### src/brbp_pkg.sv
package brbp_pkg;

  typedef struct packed {
    logic        kind;
    logic [15:0] data_word;
  } in_item_t;

  typedef struct packed {
    logic        result_kind;
    logic [31:0] reloc_rva;
  } out_item_t;

  typedef struct packed {
    logic        parse_enable;
    logic [15:0] directory_size;
    logic [15:0] available_bytes;
  } cfg_t;

  typedef struct packed {
    logic        rel_valid;
    logic        end_valid;
    logic [31:0] rva;
  } push_t;

  typedef enum logic [1:0] {
    REG_PARSE_ENABLE    = 2'd0,
    REG_DIRECTORY_SIZE  = 2'd1,
    REG_AVAILABLE_BYTES = 2'd2
  } reg_index_t;

  typedef enum logic [2:0] {
    PH_PAGE_LO  = 3'd0,
    PH_PAGE_HI  = 3'd1,
    PH_SIZE_LO  = 3'd2,
    PH_SIZE_HI  = 3'd3,
    PH_ENTRIES  = 3'd4
  } phase_t;

  localparam logic        KIND_DATA    = 1'b0;
  localparam logic        KIND_START   = 1'b1;
  localparam logic        RESULT_RELOC = 1'b0;
  localparam logic        RESULT_END   = 1'b1;

  localparam logic [15:0] TYPE_MASK    = 16'hF000;
  localparam logic [15:0] TYPE_DIR64   = 16'hA000;
  localparam logic [15:0] OFFSET_MASK  = 16'h0FFF;
  localparam logic [31:0] HEADER_BYTES = 32'd8;

  localparam int FIFO_DEPTH = 4;
  localparam int FIFO_AW    = 2;
  localparam int FIFO_CW    = 3;

endpackage

### src/base_relocation_block_parser_unit.sv
// An accepted item is first held in the input register; its results are then
// written into the result queue, from which they can be taken.
// Throughput: one item per cycle; the input stalls while more than two results
// wait in the four-entry result queue, since one item can add two results.
// Reset is synchronous and active high; it clears the control state and leaves
// the parser finished, so data items are ignored until a start item.
module base_relocation_block_parser_unit (
  input  logic                clk,
  input  logic                rst,
  input  logic                in_valid,
  output logic                in_ready,
  input  brbp_pkg::in_item_t  in_data,
  output logic                out_valid,
  input  logic                out_ready,
  output brbp_pkg::out_item_t out_data,
  input  logic                psel,
  input  logic                penable,
  input  logic                pwrite,
  input  logic [3:0]          paddr,
  input  logic [31:0]         pwdata,
  output logic [31:0]         prdata,
  output logic                pready
);
  import brbp_pkg::*;

  cfg_t  cfg;
  push_t push;
  logic  space;

  brbp_cfg u_cfg (
    .clk     (clk),
    .rst     (rst),
    .psel    (psel),
    .penable (penable),
    .pwrite  (pwrite),
    .paddr   (paddr),
    .pwdata  (pwdata),
    .prdata  (prdata),
    .pready  (pready),
    .cfg     (cfg)
  );

  brbp_core u_core (
    .clk      (clk),
    .rst      (rst),
    .in_valid (in_valid),
    .in_ready (in_ready),
    .in_data  (in_data),
    .cfg      (cfg),
    .space    (space),
    .push     (push)
  );

  brbp_fifo u_fifo (
    .clk       (clk),
    .rst       (rst),
    .push      (push),
    .space     (space),
    .out_valid (out_valid),
    .out_ready (out_ready),
    .out_data  (out_data)
  );

endmodule

### src/brbp_cfg.sv
module brbp_cfg (
  input  logic          clk,
  input  logic          rst,
  input  logic          psel,
  input  logic          penable,
  input  logic          pwrite,
  input  logic [3:0]    paddr,
  input  logic [31:0]   pwdata,
  output logic [31:0]   prdata,
  output logic          pready,
  output brbp_pkg::cfg_t cfg
);
  import brbp_pkg::*;

  logic       wr_en;
  reg_index_t idx;

  assign pready = 1'b1;
  assign wr_en  = psel && penable && pwrite;
  assign idx    = reg_index_t'(paddr[3:2]);

  always_ff @(posedge clk) begin
    if (rst) begin
      cfg <= '0;
    end else if (wr_en) begin
      case (idx)
        REG_PARSE_ENABLE:    cfg.parse_enable    <= pwdata[0];
        REG_DIRECTORY_SIZE:  cfg.directory_size  <= pwdata[15:0];
        REG_AVAILABLE_BYTES: cfg.available_bytes <= pwdata[15:0];
        default: ;
      endcase
    end
  end

  always_comb begin
    case (idx)
      REG_PARSE_ENABLE:    prdata = {31'd0, cfg.parse_enable};
      REG_DIRECTORY_SIZE:  prdata = {16'd0, cfg.directory_size};
      REG_AVAILABLE_BYTES: prdata = {16'd0, cfg.available_bytes};
      default:             prdata = 32'd0;
    endcase
  end

endmodule

### src/brbp_core.sv
module brbp_core (
  input  logic               clk,
  input  logic               rst,
  input  logic               in_valid,
  output logic               in_ready,
  input  brbp_pkg::in_item_t in_data,
  input  brbp_pkg::cfg_t     cfg,
  input  logic               space,
  output brbp_pkg::push_t    push
);
  import brbp_pkg::*;

  logic        in_valid_q;
  in_item_t    in_q;
  logic        step;

  phase_t      phase, phase_next;
  logic [31:0] page_address, page_address_next;
  logic [31:0] block_bytes, block_bytes_next;
  logic [30:0] entries_left, entries_left_next;
  logic [15:0] byte_offset, byte_offset_next;
  logic        finished, finished_next;

  logic [15:0] word;
  logic        is_start, active, disable_end, start_end;
  logic [31:0] size_full, blk_sel, size_less;
  logic        hdr_bad;
  logic [30:0] el_hdr, el_dec;
  logic [15:0] off_new;
  logic        off_inside, hdr_blk_end, ent, ent_blk_end, blk_end;

  assign step     = in_valid_q && space;
  assign in_ready = !in_valid_q || step;

  always_ff @(posedge clk) begin
    if (rst) begin
      in_valid_q <= 1'b0;
    end else if (in_ready) begin
      in_valid_q <= in_valid;
    end
  end

  always_ff @(posedge clk) begin
    if (in_ready && in_valid) begin
      in_q <= in_data;
    end
  end

  assign word        = in_q.data_word;
  assign is_start    = in_q.kind == KIND_START;
  assign active      = step && !is_start && !finished && cfg.parse_enable;
  assign disable_end = step && !is_start && !finished && !cfg.parse_enable;
  assign start_end   = !(cfg.parse_enable && cfg.directory_size != 16'd0 &&
                         cfg.available_bytes != 16'd0);

  assign size_full   = {word, block_bytes[15:0]};
  assign hdr_bad     = size_full == 32'd0 || page_address == 32'd0;
  assign size_less   = size_full - HEADER_BYTES;
  assign el_hdr      = (size_full < HEADER_BYTES) ? 31'd0 : size_less[31:1];
  assign el_dec      = (entries_left != 31'd0) ? entries_left - 31'd1 : entries_left;
  assign blk_sel     = (phase == PH_SIZE_HI) ? size_full : block_bytes;
  assign off_new     = byte_offset + {blk_sel[15:1], 1'b0};
  assign off_inside  = off_new < cfg.directory_size && off_new < cfg.available_bytes;

  assign hdr_blk_end = active && phase == PH_SIZE_HI && !hdr_bad && el_hdr == 31'd0;
  assign ent         = active && phase == PH_ENTRIES;
  assign ent_blk_end = ent && el_dec == 31'd0;
  assign blk_end     = hdr_blk_end || ent_blk_end;

  always_comb begin
    phase_next        = phase;
    page_address_next = page_address;
    block_bytes_next  = block_bytes;
    entries_left_next = entries_left;
    byte_offset_next  = byte_offset;
    finished_next     = finished;
    if (step && is_start) begin
      phase_next        = PH_PAGE_LO;
      page_address_next = 32'd0;
      block_bytes_next  = 32'd0;
      entries_left_next = 31'd0;
      byte_offset_next  = 16'd0;
      finished_next     = start_end;
    end else if (active) begin
      case (phase)
        PH_PAGE_LO: begin
          page_address_next = {16'd0, word};
          phase_next        = PH_PAGE_HI;
        end
        PH_PAGE_HI: begin
          page_address_next = {word, page_address[15:0]};
          phase_next        = PH_SIZE_LO;
        end
        PH_SIZE_LO: begin
          block_bytes_next = {16'd0, word};
          phase_next       = PH_SIZE_HI;
        end
        PH_SIZE_HI: begin
          block_bytes_next = size_full;
          if (hdr_bad) begin
            finished_next = 1'b1;
          end else begin
            entries_left_next = el_hdr;
            if (el_hdr != 31'd0) begin
              phase_next = PH_ENTRIES;
            end
          end
        end
        default: begin
          entries_left_next = el_dec;
        end
      endcase
      if (blk_end) begin
        byte_offset_next = off_new;
        if (off_inside) begin
          phase_next = PH_PAGE_LO;
        end else begin
          finished_next = 1'b1;
        end
      end
    end else if (disable_end) begin
      finished_next = 1'b1;
    end
  end

  always_comb begin
    push.rel_valid = ent && (word & TYPE_MASK) == TYPE_DIR64;
    push.rva       = page_address + {20'd0, word[11:0] & OFFSET_MASK[11:0]};
    push.end_valid = (step && is_start && start_end) || disable_end ||
                     (active && phase == PH_SIZE_HI && hdr_bad) ||
                     (blk_end && !off_inside);
  end

  always_ff @(posedge clk) begin
    if (rst) begin
      phase        <= PH_PAGE_LO;
      page_address <= 32'd0;
      block_bytes  <= 32'd0;
      entries_left <= 31'd0;
      byte_offset  <= 16'd0;
      finished     <= 1'b1;
    end else begin
      phase        <= phase_next;
      page_address <= page_address_next;
      block_bytes  <= block_bytes_next;
      entries_left <= entries_left_next;
      byte_offset  <= byte_offset_next;
      finished     <= finished_next;
    end
  end

endmodule

### src/brbp_fifo.sv
module brbp_fifo (
  input  logic                clk,
  input  logic                rst,
  input  brbp_pkg::push_t     push,
  output logic                space,
  output logic                out_valid,
  input  logic                out_ready,
  output brbp_pkg::out_item_t out_data
);
  import brbp_pkg::*;

  out_item_t            mem [FIFO_DEPTH];
  logic [FIFO_AW-1:0]   wr_ptr, rd_ptr, end_ptr;
  logic [FIFO_CW-1:0]   count;
  logic                 pop;
  logic [FIFO_CW-1:0]   push_n;

  assign pop       = out_valid && out_ready;
  assign out_valid = count != '0;
  assign out_data  = mem[rd_ptr];
  assign space     = count <= FIFO_CW'(FIFO_DEPTH - 2);
  assign push_n    = FIFO_CW'(push.rel_valid) + FIFO_CW'(push.end_valid);
  assign end_ptr   = push.rel_valid ? wr_ptr + FIFO_AW'(1) : wr_ptr;

  always_ff @(posedge clk) begin
    if (push.rel_valid) begin
      mem[wr_ptr] <= '{result_kind: RESULT_RELOC, reloc_rva: push.rva};
    end
    if (push.end_valid) begin
      mem[end_ptr] <= '{result_kind: RESULT_END, reloc_rva: 32'd0};
    end
  end

  always_ff @(posedge clk) begin
    if (rst) begin
      wr_ptr <= '0;
      rd_ptr <= '0;
      count  <= '0;
    end else begin
      wr_ptr <= wr_ptr + push_n[FIFO_AW-1:0];
      rd_ptr <= rd_ptr + FIFO_AW'(pop);
      count  <= count + push_n - FIFO_CW'(pop);
    end
  end

endmodule

### config.mk
export PLATFORM = sky130hd
export DESIGN_NAME = base_relocation_block_parser_unit
export DESIGN_NICKNAME = d
export VERILOG_FILES = /design/src/brbp_pkg.sv /design/src/base_relocation_block_parser_unit.sv /design/src/brbp_cfg.sv /design/src/brbp_core.sv /design/src/brbp_fifo.sv
export SDC_FILE = /design/constraint.sdc
export NUM_CORES = 1
export LEC_CHECK = 0
export ABC_CLOCK_PERIOD_IN_PS = 5100
export BUFFER_PORTS_ARGS = -buffer_cell sky130_fd_sc_hd__buf_2
export CAP_MARGIN = 20
export CORE_MARGIN = 2
export CORE_UTILIZATION = 45
export DETAILED_ROUTE_END_ITERATION = 6
export PLACE_DENSITY = 0.65
export REMOVE_ABC_BUFFERS = 1
export SYNTH_ARGS = -nofsm -noshare
export SYNTH_HDL_FRONTEND = slang
export SYNTH_SLANG_ARGS = --single-unit
### constraint.sdc
create_clock -name clk -period 5.1 [get_ports clk]
set_clock_uncertainty 0.15 [all_clocks]
set_input_delay 1.02 -clock clk [delete_from_list [all_inputs] [get_ports clk]]
set_output_delay 1.02 -clock clk [all_outputs]
set_load 0.005 [all_outputs]
==> results_dict.tcl <==
set metrics [dict create \
    status "completed" \
    drc 0 \
    worst_r2r_path_depth 18 \
    overflow 0 \
    syn-instance-count 1902 \
    grt_pass1_vias 14300 \
    syn_to_final_growth_pct 14.9 \
    die_w_um 194 \
    regArea_um2 5940 \
    cts_tree "yes" \
    grtUsageTotal_pct 25.3 \
    p_leak_nw 7.04 \
    hold_viol 0 \
    fin_crit_ns 4.89 \
    start_util_pct 45.6 \
    sw_frac_of_total_pct 24.4 \
    n_fill_cell 3309 \
    cts_made_buffers 35 \
    drtPass1Iterations 5 \
    fin_tns_setup_ns 0 \
    ys_types 78 \
    reg2reg_slack_ns 0.21 \
    peakVddDrop_uv 288 \
    netlist_area_um2 16200 \
    cts_sinks 288 \
    final_cell_mix "dfxtp_1 (270), nor2_1 (200), a21oi_1 (158)" \
    h-tree-depth 2 \
    finalSetupViolations 0 \
    die_h_um 194 \
    fin_ws_ns 0.214 \
    clock_latency_ns 0.53 \
    clkPwrFrac_pct 48.0 \
    nets 2119 \
    dp_hpwl_um 33500 \
    yosysSeqAreaShare_pct 36.6 \
    max_freq_ghz 0.205 \
    ant_nets 0 \
    relSlewSlack_pct 25.5 \
    worst-setup-path-type "flip-flop to flip-flop" \
    holdWs_ns 0.313 \
    root_buffer "clkbuf_16" \
    die_area_um2 37600 \
    min_path_cells 1 \
    grt_pass1_wl_um 77800 \
    synth_seq_cells 288 \
    fin_crit_sh_pct 95.8 \
    grt_max_degree 47 \
    yosysWarningCount 0 \
    power_frac_seq_pct 43.2 \
    maxCapViolCount 0 \
    antenna_cells 0 \
    cts_buffer_depth 3 \
    place_ws_ns 0.0750 \
    finalPower_mw 5.47 \
    cp-start-kind "flip-flop" \
    via_count 14900 \
    synthArstFlopShare_pct 0 \
    synth_top_flop_cell "dfxtp_1" \
    drv_slew 0 \
    num_rows 69 \
    critPathMaxFanout 7 \
    io_pins 128 \
    worstPathArrival_ns 5.14 \
    power.density_nw_per_um2 294 \
    intPower_mw 4.14 \
    post_drt_wl_per_cell_um 19.8 \
    clk_pin_slew_ns 0.06 \
    gp_congestion 0.925 \
    drt-vias-per-instance 6.01 \
    rsz0062_at_grt "yes" \
    p_sw_mw 1.33 \
    multi_input_area_um2 9440 \
    min_path_type "flip-flop to flip-flop" \
    tightest_slew_ns 1.12 \
    required_ns 5.36 \
    routed_wirelength_um 49000 \
    final_common_cell "dfxtp_1" \
    io_buffers 92 \
    antenna_found_initial 1 \
    combPwrFrac_pct 8.8 \
    coreArea_um2 35600 \
    synth-edff-count 17 \
    end_kind "flip-flop" \
    syn_area_per_cell_um2 8.53 \
    drtIter0Drc 1199 \
    drive_above_1_share_pct 15.7 \
]
[flip-flops by register name, indices dropped and copies added (netlist names)]
register	count
u_core.word	16
u_core.phase	3
u_fifo.rd_ptr	2
u_core.page_address	32
u_fifo.count	3
u_core.is_start	1
u_core.entries_left	31
u_core.in_valid_q	1
u_cfg.cfg	33
u_core.block_bytes	16
u_core.byte_offset	15
u_fifo.wr_ptr	2
u_fifo.mem	132
u_core.finished	1
[worst paths after layout]
kind	from	to
setup / recovery	u_core.entries_left[1]	u_fifo.count[2]
hold / removal	u_fifo.mem[3][32]	u_fifo.mem[3][32]
setup reg to reg	u_core.entries_left[1]	u_fifo.count[2]
hold reg to reg	u_fifo.mem[3][32]	u_fifo.mem[3][32]
[logic make-up (layout without fill, tap and decap cells)]
family                     Yosys count  after routing  synth area share [%]
adders and majority gates           72             72                  5.69
other                                2             17                0.0463
xor gates and xnor gates            76             76                  4.10
AOI/OAI and AO/OA                  425            426                  17.4
muxes                               97             97                  8.56
DFF                                288            288                  36.6
and+or+nand+nor                    717            717                  21.5
buffers and inverters              225            318                  6.02
[worst max-delay path: stages (launching register included)]
cell and delay (ns):
dfxtp_1 0.34, inv_1 0.12, ha_1 0.22, or4b_2 0.65
or3_1 0.47, nand4_1 0.22, xnor2_1 0.08, or4_1 0.41
nor4_1 0.31, and3_1 0.27, nor2_1 0.13, o21ai_0 0.20
ha_1 0.17, inv_1 0.06, ha_1 0.27, inv_1 0.05
fa_1 0.42, xnor2_1 0.16, nor2_1 0.05
[layer usage]
layer  track usage, %  part of all wire (%)
met1             32.7                    42
met2             43.3                    49
met3             3.81                   6.1
met4             8.64                   2.9
met5                0                     0
[cell usage after synthesis (12+ instances only)]
cell / instances / area [µm²]
edfxtp_1: 17 / 510
or3_1: 13 / 81.3
nor2_1: 205 / 769
clkbuf_1: 114 / 428
o21ai_0: 69 / 345
nand4_1: 21 / 131
dfxtp_1: 271 / 5430
nand2_1: 155 / 582
a211oi_1: 12 / 90.1
a21o_1: 13 / 97.6
buf_4: 25 / 188
mux2i_1: 60 / 601
xnor2_1: 45 / 394
nand3_1: 77 / 385
inv_1: 69 / 259
nor3_1: 93 / 465
a21oi_1: 159 / 796
nor4_1: 57 / 357
and2_1: 16 / 100
nor2b_1: 13 / 81.3
mux4_2: 33 / 743
ha_1: 69 / 863
a22o_1: 15 / 131
a2111oi_0: 60 / 526
xor2_1: 31 / 272
[power by group through the flow]
| stage | sequential [mW] | combinational [mW] | clock (mW) |
|---|---|---|---|
| floorplan | 2.45 | 0.248 | 0 |
| global placement | 2.41 | 0.471 | 0 |
| detailed placement | 2.41 | 0.477 | 0 |
| CTS | 2.36 | 0.479 | 2.67 |
| global route | 2.37 | 0.523 | 2.78 |
| finish | 2.36 | 0.482 | 2.63 |
[what timing repair did]
| item | CTS | global route |
|---|---|---|
| setup endpoints to repair | 0 | 51 |
| gates resized for setup | 0 | 8 |
| hold buffers | 0 | 0 |
| setup buffers | 0 | 1 |
[cell type report]
class / instances / area share [%]
Clock buffer: 53 / 5.62
Clock inverter: 8 / 0.866
Inverter: 69 / 1.39
Multi-Input combinational cell: 1405 / 50.6
Sequential cell: 288 / 31.8
Tap cell: 461 / 3.09
Timing Repair Buffer: 188 / 6.56
[stage by stage]
stage | cells | util, % | cell area [µm²]
2_1_floorplan | 1761 | - | 15600
3_3_place_gp | 2408 | 48.8 | 17300
3_5_place_dp | 2408 | 48.8 | 17300
4_1_cts | 2469 | 52.2 | 18600
5_1_grt | 2472 | 52.4 | 18600
6_report | 2472 | 52.4 | 18600
(Power assumes the default switching activity.)
